==> config.mk <==
export PLATFORM = sky130hd
export DESIGN_NAME = mat4_multiply
export DESIGN_NICKNAME = d
export VERILOG_FILES = /design/src/hw/rtl/mm4_pkg.sv /design/src/hw/rtl/mat4_multiply.sv /design/src/hw/rtl/mm4_cmdq.sv /design/src/hw/rtl/mm4_front.sv /design/src/hw/rtl/mm4_store.sv /design/src/hw/rtl/mm4_back.sv
export SDC_FILE = /design/constraint.sdc
export NUM_CORES = 2
export LEC_CHECK = 0
export ABC_AREA = 1
export BUFFER_PORTS_ARGS = -buffer_cell sky130_fd_sc_hd__buf_2
export CAP_MARGIN = 20
export CORE_MARGIN = 1.5
export CORE_UTILIZATION = 45
export CTS_CLUSTER_SIZE = 28
export DETAILED_ROUTE_END_ITERATION = 8
export PLACE_DENSITY_LB_ADDON = 0.08
export SYNTH_ARGS = -nofsm -noshare
export SYNTH_HDL_FRONTEND = slang
export SYNTH_HIERARCHICAL = 1
export SYNTH_SLANG_ARGS = --single-unit
==> constraint.sdc <==
create_clock -name clock -period 11.1 [get_ports clock]
set_input_delay 1.11 -clock clock [delete_from_list [all_inputs] [get_ports clock]]
set_output_delay 1.11 -clock clock [all_outputs]
set_load 0.01 [all_outputs]
==> src/hw/rtl/mm4_pkg.sv <==
// ----------------------------------------------------------------------------
// mm4_pkg
// Shared constants and types for the fixed-point 4x4 matrix multiplier.
// ----------------------------------------------------------------------------
package mm4_pkg;

   localparam int MM_DIM       = 4;
   localparam int MM_FRAC_BITS = 16;
   localparam int VALUE_W      = 32;
   localparam int PROD_W       = 2 * VALUE_W;
   localparam int CMDQ_DEPTH   = 2;

   localparam logic signed [VALUE_W-1:0] SAT_MAX = 32'sh7fff_ffff;
   localparam logic signed [VALUE_W-1:0] SAT_MIN = 32'sh8000_0000;

   typedef struct packed {
      logic empty;
      logic full;
   } cmdq_status_type;

endpackage

==> src/hw/rtl/mat4_multiply.sv <==
// ----------------------------------------------------------------------------
// mat4_multiply
// Streaming signed fixed-point matrix product: loads both operands, then
// emits every element of left times right in column-major order.
// Loading takes one item per cycle while req_stall is low. After the item
// marked last, a start command passes through the command queue; then, for
// each element, a single multiply-accumulate takes one operand pair per
// cycle from one read port of each store, then the pipeline drains.
// No new item is taken until the last result of a product is registered.
// Reset clears the load position, the command queue, the sequencer and the
// output valid; the element stores keep their contents.
// ----------------------------------------------------------------------------
module mat4_multiply
   import mm4_pkg::*;
#(
   parameter int DIM       = MM_DIM,
   parameter int FRAC_BITS = MM_FRAC_BITS
) (
   input  logic                              clock,
   input  logic                              reset,
   input  logic                              req_valid,
   output logic                              req_stall,
   input  logic signed [VALUE_W-1:0]         req_left_value,
   input  logic signed [VALUE_W-1:0]         req_right_value,
   input  logic                              req_load_last,
   output logic                              rsp_valid,
   input  logic                              rsp_stall,
   output logic signed [VALUE_W-1:0]         rsp_product_value,
   output logic [$clog2(DIM*DIM)-1:0]        rsp_product_index,
   output logic                              rsp_overflow_flag,
   output logic                              rsp_result_last
);

   localparam int IDX_W = $clog2(DIM * DIM);

   cmdq_status_type           cmdq_status;
   logic                      cmdq_push;
   logic                      cmdq_pop;
   logic                      back_busy;
   logic                      wr_en;
   logic [IDX_W-1:0]          wr_addr;
   logic signed [VALUE_W-1:0] wr_left;
   logic signed [VALUE_W-1:0] wr_right;
   logic [IDX_W-1:0]          rd_left_addr;
   logic [IDX_W-1:0]          rd_right_addr;
   logic signed [VALUE_W-1:0] left_rd;
   logic signed [VALUE_W-1:0] right_rd;

   mm4_front #(
      .DIM (DIM)
   ) u_front (
      .clock           (clock),
      .reset           (reset),
      .req_valid       (req_valid),
      .req_stall       (req_stall),
      .req_left_value  (req_left_value),
      .req_right_value (req_right_value),
      .req_load_last   (req_load_last),
      .back_busy       (back_busy),
      .cmdq_status     (cmdq_status),
      .cmdq_push       (cmdq_push),
      .wr_en           (wr_en),
      .wr_addr         (wr_addr),
      .wr_left         (wr_left),
      .wr_right        (wr_right)
   );

   mm4_cmdq u_cmdq (
      .clock  (clock),
      .reset  (reset),
      .push   (cmdq_push),
      .pop    (cmdq_pop),
      .status (cmdq_status)
   );

   mm4_store #(
      .DIM (DIM)
   ) u_store (
      .clock         (clock),
      .wr_en         (wr_en),
      .wr_addr       (wr_addr),
      .wr_left       (wr_left),
      .wr_right      (wr_right),
      .rd_left_addr  (rd_left_addr),
      .rd_right_addr (rd_right_addr),
      .left_rd       (left_rd),
      .right_rd      (right_rd)
   );

   mm4_back #(
      .DIM       (DIM),
      .FRAC_BITS (FRAC_BITS)
   ) u_back (
      .clock             (clock),
      .reset             (reset),
      .cmdq_status       (cmdq_status),
      .cmdq_pop          (cmdq_pop),
      .busy              (back_busy),
      .rd_left_addr      (rd_left_addr),
      .rd_right_addr     (rd_right_addr),
      .left_rd           (left_rd),
      .right_rd          (right_rd),
      .rsp_valid         (rsp_valid),
      .rsp_stall         (rsp_stall),
      .rsp_product_value (rsp_product_value),
      .rsp_product_index (rsp_product_index),
      .rsp_overflow_flag (rsp_overflow_flag),
      .rsp_result_last   (rsp_result_last)
   );

   a_no_write_while_reading : assert property (@(posedge clock) disable iff (reset)
      back_busy |-> !wr_en)
      else $error("store written during a product");

endmodule

==> src/hw/rtl/mm4_cmdq.sv <==
// ----------------------------------------------------------------------------
// mm4_cmdq
// Short token queue of product start commands between front and back.
// ----------------------------------------------------------------------------
module mm4_cmdq
   import mm4_pkg::*;
(
   input  logic            clock,
   input  logic            reset,
   input  logic            push,
   input  logic            pop,
   output cmdq_status_type status
);

   localparam int CNT_W = $clog2(CMDQ_DEPTH + 1);

   logic [CNT_W-1:0] count_ff;
   logic [CNT_W-1:0] count_in;

   always_comb begin
      count_in = count_ff;
      if (push && !pop) begin
         count_in = count_ff + CNT_W'(1);
      end else if (pop && !push) begin
         count_in = count_ff - CNT_W'(1);
      end
   end

   always_ff @(posedge clock) begin
      if (reset) begin
         count_ff <= '0;
      end else begin
         count_ff <= count_in;
      end
   end

   assign status.empty = (count_ff == '0);
   assign status.full  = (count_ff == CNT_W'(CMDQ_DEPTH));

   a_no_overflow : assert property (@(posedge clock) disable iff (reset)
      push && !pop |-> !status.full)
      else $error("command queue overflow");

   a_no_underflow : assert property (@(posedge clock) disable iff (reset)
      pop |-> !status.empty)
      else $error("command queue underflow");

endmodule

==> src/hw/rtl/mm4_front.sv <==
// ----------------------------------------------------------------------------
// mm4_front
// Takes element pairs, writes them to the stores and queues a product start
// on the item marked last.
// ----------------------------------------------------------------------------
module mm4_front
   import mm4_pkg::*;
#(
   parameter int DIM = MM_DIM
) (
   input  logic                              clock,
   input  logic                              reset,
   input  logic                              req_valid,
   output logic                              req_stall,
   input  logic signed [VALUE_W-1:0]         req_left_value,
   input  logic signed [VALUE_W-1:0]         req_right_value,
   input  logic                              req_load_last,
   input  logic                              back_busy,
   input  cmdq_status_type                   cmdq_status,
   output logic                              cmdq_push,
   output logic                              wr_en,
   output logic [$clog2(DIM*DIM)-1:0]        wr_addr,
   output logic signed [VALUE_W-1:0]         wr_left,
   output logic signed [VALUE_W-1:0]         wr_right
);

   localparam int CELLS = DIM * DIM;
   localparam int IDX_W = $clog2(CELLS);

   logic [IDX_W-1:0] load_count_ff;
   logic             accept;

   // stores stay untouched while a product is pending or being read
   assign req_stall = back_busy || !cmdq_status.empty || cmdq_status.full;
   assign accept    = req_valid && !req_stall;

   assign wr_en     = accept;
   assign wr_addr   = load_count_ff;
   assign wr_left   = req_left_value;
   assign wr_right  = req_right_value;
   assign cmdq_push = accept && req_load_last;

   always_ff @(posedge clock) begin
      if (reset) begin
         load_count_ff <= '0;
      end else if (accept) begin
         if (req_load_last || load_count_ff == IDX_W'(CELLS - 1)) begin
            load_count_ff <= '0;
         end else begin
            load_count_ff <= load_count_ff + IDX_W'(1);
         end
      end
   end

endmodule

==> src/hw/rtl/mm4_store.sv <==
// ----------------------------------------------------------------------------
// mm4_store
// Left and right element memories: one write port, one registered read each.
// ----------------------------------------------------------------------------
module mm4_store
   import mm4_pkg::*;
#(
   parameter int DIM = MM_DIM
) (
   input  logic                              clock,
   input  logic                              wr_en,
   input  logic [$clog2(DIM*DIM)-1:0]        wr_addr,
   input  logic signed [VALUE_W-1:0]         wr_left,
   input  logic signed [VALUE_W-1:0]         wr_right,
   input  logic [$clog2(DIM*DIM)-1:0]        rd_left_addr,
   input  logic [$clog2(DIM*DIM)-1:0]        rd_right_addr,
   output logic signed [VALUE_W-1:0]         left_rd,
   output logic signed [VALUE_W-1:0]         right_rd
);

   localparam int CELLS = DIM * DIM;

   logic signed [VALUE_W-1:0] left_store_ff  [CELLS];
   logic signed [VALUE_W-1:0] right_store_ff [CELLS];
   logic signed [VALUE_W-1:0] left_rd_ff;
   logic signed [VALUE_W-1:0] right_rd_ff;

   always_ff @(posedge clock) begin
      if (wr_en) begin
         left_store_ff[wr_addr]  <= wr_left;
         right_store_ff[wr_addr] <= wr_right;
      end
      left_rd_ff  <= left_store_ff[rd_left_addr];
      right_rd_ff <= right_store_ff[rd_right_addr];
   end

   assign left_rd  = left_rd_ff;
   assign right_rd = right_rd_ff;

endmodule

==> src/hw/rtl/mm4_back.sv <==
// ----------------------------------------------------------------------------
// mm4_back
// Product sequencer: one shared multiply-accumulate walks every dot product,
// then shifts, saturates and hands the element to the output register.
// ----------------------------------------------------------------------------
module mm4_back
   import mm4_pkg::*;
#(
   parameter int DIM       = MM_DIM,
   parameter int FRAC_BITS = MM_FRAC_BITS
) (
   input  logic                              clock,
   input  logic                              reset,
   input  cmdq_status_type                   cmdq_status,
   output logic                              cmdq_pop,
   output logic                              busy,
   output logic [$clog2(DIM*DIM)-1:0]        rd_left_addr,
   output logic [$clog2(DIM*DIM)-1:0]        rd_right_addr,
   input  logic signed [VALUE_W-1:0]         left_rd,
   input  logic signed [VALUE_W-1:0]         right_rd,
   output logic                              rsp_valid,
   input  logic                              rsp_stall,
   output logic signed [VALUE_W-1:0]         rsp_product_value,
   output logic [$clog2(DIM*DIM)-1:0]        rsp_product_index,
   output logic                              rsp_overflow_flag,
   output logic                              rsp_result_last
);

   localparam int CELLS = DIM * DIM;
   localparam int IDX_W = $clog2(CELLS);
   localparam int DIM_W = $clog2(DIM);
   localparam int ACC_W = PROD_W + $clog2(DIM);

   typedef enum logic [1:0] {ST_IDLE, ST_MAC, ST_DRAIN} state_type;

   state_type                 state_ff;
   logic [DIM_W-1:0]          row_ff;
   logic [DIM_W-1:0]          col_ff;
   logic [DIM_W-1:0]          k_ff;
   logic                      rsp_valid_ff;
   logic signed [VALUE_W-1:0] rsp_value_ff;
   logic [IDX_W-1:0]          rsp_index_ff;
   logic                      rsp_ovf_ff;
   logic                      rsp_last_ff;

   logic                      rd_vld_ff;
   logic                      rd_last_ff;
   logic                      prod_vld_ff;
   logic                      prod_last_ff;
   logic signed [PROD_W-1:0]  prod_ff;
   logic signed [ACC_W-1:0]   acc_ff;
   logic                      sum_done_ff;

   logic                      issue;
   logic                      k_last;
   logic                      elem_last;
   logic                      out_free;
   logic                      finish;
   logic                      acc_clr;
   logic signed [ACC_W-1:0]   shifted;
   logic [ACC_W-VALUE_W:0]    shifted_hi;
   logic                      fits;
   logic signed [VALUE_W-1:0] sat_value;

   assign issue     = (state_ff == ST_MAC);
   assign k_last    = (k_ff == DIM_W'(DIM - 1));
   assign elem_last = (row_ff == DIM_W'(DIM - 1)) && (col_ff == DIM_W'(DIM - 1));
   assign out_free  = !rsp_valid_ff || !rsp_stall;
   assign finish    = (state_ff == ST_DRAIN) && sum_done_ff && out_free;
   assign cmdq_pop  = (state_ff == ST_IDLE) && !cmdq_status.empty;
   assign acc_clr   = cmdq_pop || finish;
   assign busy      = (state_ff != ST_IDLE);

   // left walks a row, right walks a column, both column-major
   assign rd_left_addr  = IDX_W'(row_ff) + IDX_W'(k_ff) * IDX_W'(DIM);
   assign rd_right_addr = IDX_W'(k_ff) + IDX_W'(col_ff) * IDX_W'(DIM);

   // arithmetic shift floors; saturate when the upper bits are not all sign
   assign shifted    = acc_ff >>> FRAC_BITS;
   assign shifted_hi = shifted[ACC_W-1:VALUE_W-1];
   assign fits       = (&shifted_hi) || !(|shifted_hi);
   assign sat_value  = fits ? shifted[VALUE_W-1:0]
                            : (acc_ff[ACC_W-1] ? SAT_MIN : SAT_MAX);

   always_ff @(posedge clock) begin
      if (reset) begin
         state_ff     <= ST_IDLE;
         rsp_valid_ff <= 1'b0;
         row_ff       <= '0;
         col_ff       <= '0;
         k_ff         <= '0;
      end else begin
         if (!rsp_stall && !finish) begin
            rsp_valid_ff <= 1'b0;
         end
         case (state_ff)
            ST_IDLE: begin
               if (cmdq_pop) begin
                  row_ff   <= '0;
                  col_ff   <= '0;
                  k_ff     <= '0;
                  state_ff <= ST_MAC;
               end
            end
            ST_MAC: begin
               if (k_last) begin
                  k_ff     <= '0;
                  state_ff <= ST_DRAIN;
               end else begin
                  k_ff <= k_ff + DIM_W'(1);
               end
            end
            ST_DRAIN: begin
               if (finish) begin
                  rsp_valid_ff <= 1'b1;
                  rsp_value_ff <= sat_value;
                  rsp_ovf_ff   <= !fits;
                  rsp_index_ff <= IDX_W'(row_ff) + IDX_W'(col_ff) * IDX_W'(DIM);
                  rsp_last_ff  <= elem_last;
                  if (elem_last) begin
                     state_ff <= ST_IDLE;
                  end else begin
                     if (row_ff == DIM_W'(DIM - 1)) begin
                        row_ff <= '0;
                        col_ff <= col_ff + DIM_W'(1);
                     end else begin
                        row_ff <= row_ff + DIM_W'(1);
                     end
                     state_ff <= ST_MAC;
                  end
               end
            end
            default: begin
               state_ff <= ST_IDLE;
            end
         endcase
      end
   end

   // read, multiply, accumulate
   always_ff @(posedge clock) begin
      if (reset) begin
         rd_vld_ff    <= 1'b0;
         rd_last_ff   <= 1'b0;
         prod_vld_ff  <= 1'b0;
         prod_last_ff <= 1'b0;
         sum_done_ff  <= 1'b0;
      end else begin
         rd_vld_ff    <= issue;
         rd_last_ff   <= issue && k_last;
         prod_vld_ff  <= rd_vld_ff;
         prod_last_ff <= rd_last_ff;
         if (acc_clr) begin
            sum_done_ff <= 1'b0;
         end else if (prod_vld_ff && prod_last_ff) begin
            sum_done_ff <= 1'b1;
         end
      end
      prod_ff <= left_rd * right_rd;
      if (acc_clr) begin
         acc_ff <= '0;
      end else if (prod_vld_ff) begin
         acc_ff <= acc_ff + ACC_W'(prod_ff);
      end
   end

   assign rsp_valid         = rsp_valid_ff;
   assign rsp_product_value = rsp_value_ff;
   assign rsp_product_index = rsp_index_ff;
   assign rsp_overflow_flag = rsp_ovf_ff;
   assign rsp_result_last   = rsp_last_ff;

   a_done_in_drain : assert property (@(posedge clock) disable iff (reset)
      sum_done_ff |-> state_ff == ST_DRAIN)
      else $error("dot product finished outside drain");

   a_pop_starts : assert property (@(posedge clock) disable iff (reset)
      cmdq_pop |=> state_ff == ST_MAC && row_ff == '0 && col_ff == '0)
      else $error("product start did not enter accumulation");

   a_last_index : assert property (@(posedge clock) disable iff (reset)
      rsp_valid && rsp_result_last |-> rsp_product_index == IDX_W'(CELLS - 1))
      else $error("last flag on wrong element");

endmodule
Yosys cells after proc, flatten, opt, wreduce, memory -nomap -nowiden
Memory sizes are Yosys's and may differ from the RTL's. A register that Yosys moved wholly into a read port is not among the register bits. Index checks and enable logic that the tools add are counted. W data, S select, Z words.

Register bits: 188. Latch bits: 0. Bits in writable memories: 1024. Memory bits (read-only): 0. Output and inout port bits: 40. Logic and storage cells: 110. Memories kept: 2.

Memory list: u_store.left_store_ff (depth 16, width 32, read ports 1, clocked after memory_dff 1, write ports 1, RTL line mm4_store.sv:23) `logic signed [VALUE_W-1:0] left_store_ff [CELLS];`; u_store.right_store_ff (depth 16, width 32, read ports 1, clocked after memory_dff 1, write ports 1, RTL line mm4_store.sv:24) `logic signed [VALUE_W-1:0] right_store_ff [CELLS];`.

Add/sub/neg operators: 10. Multipliers: 1. Divide/modulo/power cells: 0. Order comparisons: 0. Equality and inequality tests: 12. Shifts and indexed selects: 0. Muxes and demuxes: 26. Bitwise gates (word level): 1. Reduce and logical (&&, ||, !) cells: 40.

Operator list (count): $add A66 B64 Y66 (1); $mul A32 B32 Y64 (1); $mux W32 (2); $mux W2 (13); $reduce_and A19 Y1 (1); $reduce_or A19 Y1 (1); $add A2 B4 Y4 (3); $pmux W2 S2 (3); $logic_and A1 B1 Y1 (11); $eq A2 B2 Y1 const B (5); $logic_not A1 Y1 (9); $add A2 B1 Y2 const B (4); $reduce_bool A2 Y1 (4); $logic_or A1 B1 Y1 (6); $mux W1 (6); $ne A2 B1 Y1 const B (3); $pmux W2 S3 (1); $reduce_and A3 Y1 (2); $reduce_and A5 Y1 (1); $add A4 B1 Y4 const B (1); $eq A4 B4 Y1 const B (1); $logic_not A2 Y1 (2); $mux W4 (1); $ne A2 B2 Y1 const B (2); other kinds (6) (6).

Depth between registers and ports, before layout
Depth after elaboration: 11. Depth in mapped cells: 32. Gate-level depth less buffers: 30.

Hierarchy
The synthesis kept the hierarchy.

By module, submodules not included: mm4_back (instances 1, cells each 6330, area each 48805.6 µm², seq. area each 4023.9 µm²); mm4_store (instances 1, cells each 4215, area each 45313.5 µm², seq. area each 32030.7 µm²); mm4_front (instances 1, cells each 110, area each 763.2 µm², seq. area each 80.1 µm²); mm4_cmdq (instances 1, cells each 21, area each 128.9 µm², seq. area each 40.0 µm²).

Least setup slack after synthesis
Ideal clock, no wire load.

Kind: register to register. Start point: register u_store.left_rd_ff[31] (netlist: u_store/left_rd[31]) (read register of u_store.left_store_ff). End point: register u_back.prod_ff[56]. Library setup time: 72 ps. Arrival time: 7072 ps. Required time: 11028 ps. Setup slack: 3956 ps. Cell stages (with the launch flop): 28. Path through: dfxtp_1 clkbuf_1 nand2_1 inv_1 fa_1 inv_1 fa_1 inv_1 fa_1 fa_1 inv_1 fa_1 inv_1 fa_1 inv_1 fa_1 inv_1 fa_1 ha_1 buf_2 nand2_1 nor2_1 inv_1 nor2_1 nand4_1 or2_1 nand3_1 xor2_1.

Word-level cells in the longest chain between the ends: 1.

Ends and longest elaborated chain: start, declared (RTL line mm4_store.sv:25) `logic signed [VALUE_W-1:0] left_rd_ff;`; $mul A32 B32 Y64 (RTL line mm4_back.sv:159) `prod_ff <= left_rd * right_rd;`; end signal, assigned (RTL line mm4_back.sv:159); end, declared (RTL line mm4_back.sv:50) `logic signed [PROD_W-1:0] prod_ff;`.

No other way between the ends. A chain may end at the register's enable or synchronous reset.

Worst setup path after layout
Start point: register u_store.left_rd_ff[31] (netlist: u_store/left_rd[31]) (read register of u_store.left_store_ff). End point: register u_back.prod_ff[62].

The elaborated chain is that of the path after synthesis.

==> results by group <==
Global route
  – Most Crowded Layer GR: met2
  – Grt met3 use: 3.19%
  – Pin count of the biggest net entering global routing: 175
  – M1 GR Usage: 34.2%
  – First-pass GRT wire length: 427 mm
  – Initial antenna violation count: 24
  – Vias in the first global route: 69900
  – Total track usage: 26.1%
  – GRT met2 Usage: 45.3%
  – Grt ovf: 0

Logic synthesis
  – Syn Nets: 12100
  – Main combinational cell family by area after synthesis: adder cells
  – Yosys top cell area share: 33.6%
  – Syn avg cell area: 8.90 um2
  – Top cells by count, synth: 2891 x nand2_1, 2659 x inv_1, 1083 x fa_1, 1062 x edfxtp_1, 893 x nand3_1
  – Post-Synth XOR/XNOR Area: 0.848%
  – Synthesized flop and latch total: 1276
  – Register area share after synthesis: 38.1%
  – Most common cell in the netlist: nand2_1
  – Mux share of post-synthesis cell area: 0%
  – Main area contributors after synthesis: edfxtp_1 34%, fa_1 23%, nand2_1 11%
  – Synth Warn #: 6
  – Post-synthesis adder-cell area fraction: 26.2%
  – Top_reg_cell synth: edfxtp_1
  – Post-synth EDFFs: 1062
  – Synth unique cells: 58
  – Synth Area in Compound Gates: 2.81%
  – Post-synthesis async set-or-reset flop share: 0%
  – Post-synth top area cell: edfxtp_1
  – Mapped Cells: 10700
  – Simple-gate share of the synthesized area: 18.7%
  – Post-synthesis cell area: 0.0950 mm2

Place
  – DP HPWL: 190 mm
  – IO Port Bufs: 108
  – RePlAce Congestion: 0.964

Drt
  – Drt wl/cell: 20.4 um
  – Initial DRC count: 4067
  – Post-Route WL: 275 mm
  – Vias: 67100
  – DRC errors left: 0
  – Routed Antenna Nets: 0
  – Pre-antenna DRT Iters: 6
  – Vias/cell: 4.97

Critical path
  – Arrival time at the worst endpoint: 8890 ps
  – Crit path required time: 11780 ps
  – Slowest stage cell, crit path: fa_1
  – CP Launch Type: flip-flop
  – Max stage delay on crit path: 900 ps
  – Stages on the worst setup path: 27
  – Top delay family on crit path: adder cells
  – Crit Path Class: reg2reg
  – Buf/Inv on CP: 8
  – Worst setup EP type: flip-flop
  – Path depth of the worst reg2reg path: 27
  – Crit Path Max Fanout: 15

Timing
  – TNS Setup: 0 ps
  – Hold violation count in the final report: 0
  – Tcrit/Tclk final: 74.0%
  – Worst Clk Skew: 62.7 ps
  – Worst Tran Pin Value: 1130 ps
  – Relative slew margins: 24.5%
  – Min Tclk post-route: 8210 ps
  – Max-slew violations: 0
  – Max frequency: 0.122 GHz
  – RSZ-0062 raised after global routing: false
  – Setup violators final: 0

Floorplan
  – Total core area: 0.210 mm2
  – Rows: 168
  – Die area: 0.214 mm2
  – Die Wd: 462 um
  – Initial Util: 45.3%
  – Die Height: 462 um
  – IO Count: 109

Clock network
  – CTS tree: yes
  – Cells resized by post-CTS repair: 0
  – Worst-path clk slew: 60 ps
  – Setup Buffers After CTS: 0
  – Worst-case clock buffer depth: 3
  – CTS H-tree depth: 4
  – Cts hold-fix bufs: 0
  – Clk_lat worst skew: 840 ps
  – Sink Count: 1276
  – Root Buffer: clkbuf_16
  – CTS buffer count: 144

Outcome
  – Status: completed

Final layout
  – Syn-to-layout area delta: 7.70%
  – Share of layout cells above drive strength 1: 5.31%
  – Fin nets: 12000
  – # fillers: 20200

Job
  – Total of max-cap violations: 0

Min path
  – Hold WC Path Type: reg2reg
  – Worst Hold Depth: 2
## state kept, by name (all words and copies together) (netlist names), 2 cells and up
name / cells
u_store/right_rd: 32
u_back/rsp_product_index: 4
u_back/rsp_product_value: 32
u_back/state_ff: 2
u_back/row_ff: 2
u_back/acc_ff: 66
u_front/wr_addr: 4
u_store/left_store_ff: 512
u_back/k_ff: 2
u_back/prod_ff: 64
u_back/col_ff: 2
u_store/right_store_ff: 512
u_store/left_rd: 32
u_cmdq/count_ff: 2
## cell type report
| type | count | area [um2] | share of cell area [%] |
|---|---|---|---|
| repair buffers | 229 | 1540 | 1.50 |
| inverters | 2678 | 10100 | 9.85 |
| clock inverters | 67 | 813 | 0.795 |
| flip-flops and latches | 1276 | 36200 | 35.4 |
| multi-input cells | 6225 | 46200 | 45.2 |
| well taps | 2805 | 3510 | 3.43 |
| clock buffers | 200 | 3960 | 3.87 |
| diodes | 10 | 25.0 | 0.0245 |
## cell usage in the layout (no fill, tap or decap), drive strengths merged, types with 2 or more instances in the layout
| cell | synthesis | final |
|---|---|---|
| nand3 | 901 | 901 |
| edfxtp | 1062 | 1062 |
| ha | 254 | 254 |
| diode | 0 | 10 |
| bufinv | 0 | 10 |
| a21oi | 203 | 203 |
| dfxtp | 214 | 214 |
| o221ai | 4 | 4 |
| o21a | 8 | 8 |
| o21bai | 36 | 36 |
| o211ai | 4 | 4 |
| nor4 | 13 | 13 |
| fa | 1083 | 1083 |
| clkinv | 2 | 51 |
| and2 | 3 | 3 |
| nor3 | 22 | 22 |
| or2 | 7 | 7 |
| nand2 | 2909 | 2909 |
| nor2 | 432 | 432 |
| o21ai | 173 | 173 |
| and3 | 5 | 5 |
| nand4 | 26 | 26 |
| a31oi | 18 | 18 |
| nand3b | 3 | 3 |
| nand2b | 2 | 2 |
| a21o | 13 | 13 |
| a21boi | 5 | 5 |
| clkinvlp | 0 | 3 |
| buf | 265 | 229 |
| a211oi | 3 | 3 |
| xor2 | 68 | 68 |
| inv | 2676 | 2681 |
| clkbuf | 232 | 200 |
| xnor2 | 24 | 24 |
## worst reg2reg max path, stage by stage, from the launching register on
cell,delay (ps)
dfxtp_1,690
nand2_1,240
inv_1,140
fa_1,390
inv_1,240
fa_1,470
inv_1,210
fa_1,500
fa_1,900
inv_1,390
fa_1,590
inv_1,60
fa_1,530
inv_1,50
fa_1,460
fa_1,510
inv_1,40
ha_1,380
a21oi_1,220
inv_1,60
a31oi_1,260
o21ai_0,210
a21oi_1,160
o21ai_0,110
nor2_1,150
nand2_1,70
nand2_1,60
nand2_1,40
## path summary, 6_finish.rpt
check / startpoint / to / slack (ps)
worst max-delay path: u_store/left_rd[31] / u_back/prod_ff[62] / 2890
worst min-delay path: u_back/rd_last_ff / u_back/prod_last_ff / 420
worst max register to register: u_store/left_rd[31] / u_back/prod_ff[62] / 2890
worst min register to register: u_back/rd_last_ff / u_back/prod_last_ff / 420
## logic make-up after synthesis
| logic type | Yosys count |
|---|---|
| AOI/OAI and AO/OA | 473 |
| xor gates and xnor gates | 92 |
| adders and majority gates | 1337 |
| buffers and inverters | 3175 |
| DFF | 1276 |
| and+or+nand+nor | 4323 |
## through the flow
step | hold WS (ps) | utilization (%) | cell area [um2] | setup WS, ps | instances
global placement | 399 | 46.5 | 97500 | 2370 | 13200
floorplan | 388 | - | 95000 | 3960 | 10700
detailed placement | 404 | 46.5 | 97500 | 2330 | 13200
CTS | 412 | 48.8 | 102000 | 2280 | 13500
finish | 415 | 48.8 | 102000 | 2890 | 13500
global route | 423 | 48.8 | 102000 | 2250 | 13500
## routing by layer
| metal | wire length (um) | up-vias |
|---|---|---|
| li1 | - | 31700 |
| met1 | 118000 | 33400 |
| met2 | 137000 | 1504 |
| met3 | 12100 | 402 |
| met4 | 7600 | 30 |
| met5 | 186 | - |
Power is not shown: default switching activity piles up to over one toggle a cycle in this logic, so the estimate is an artifact.
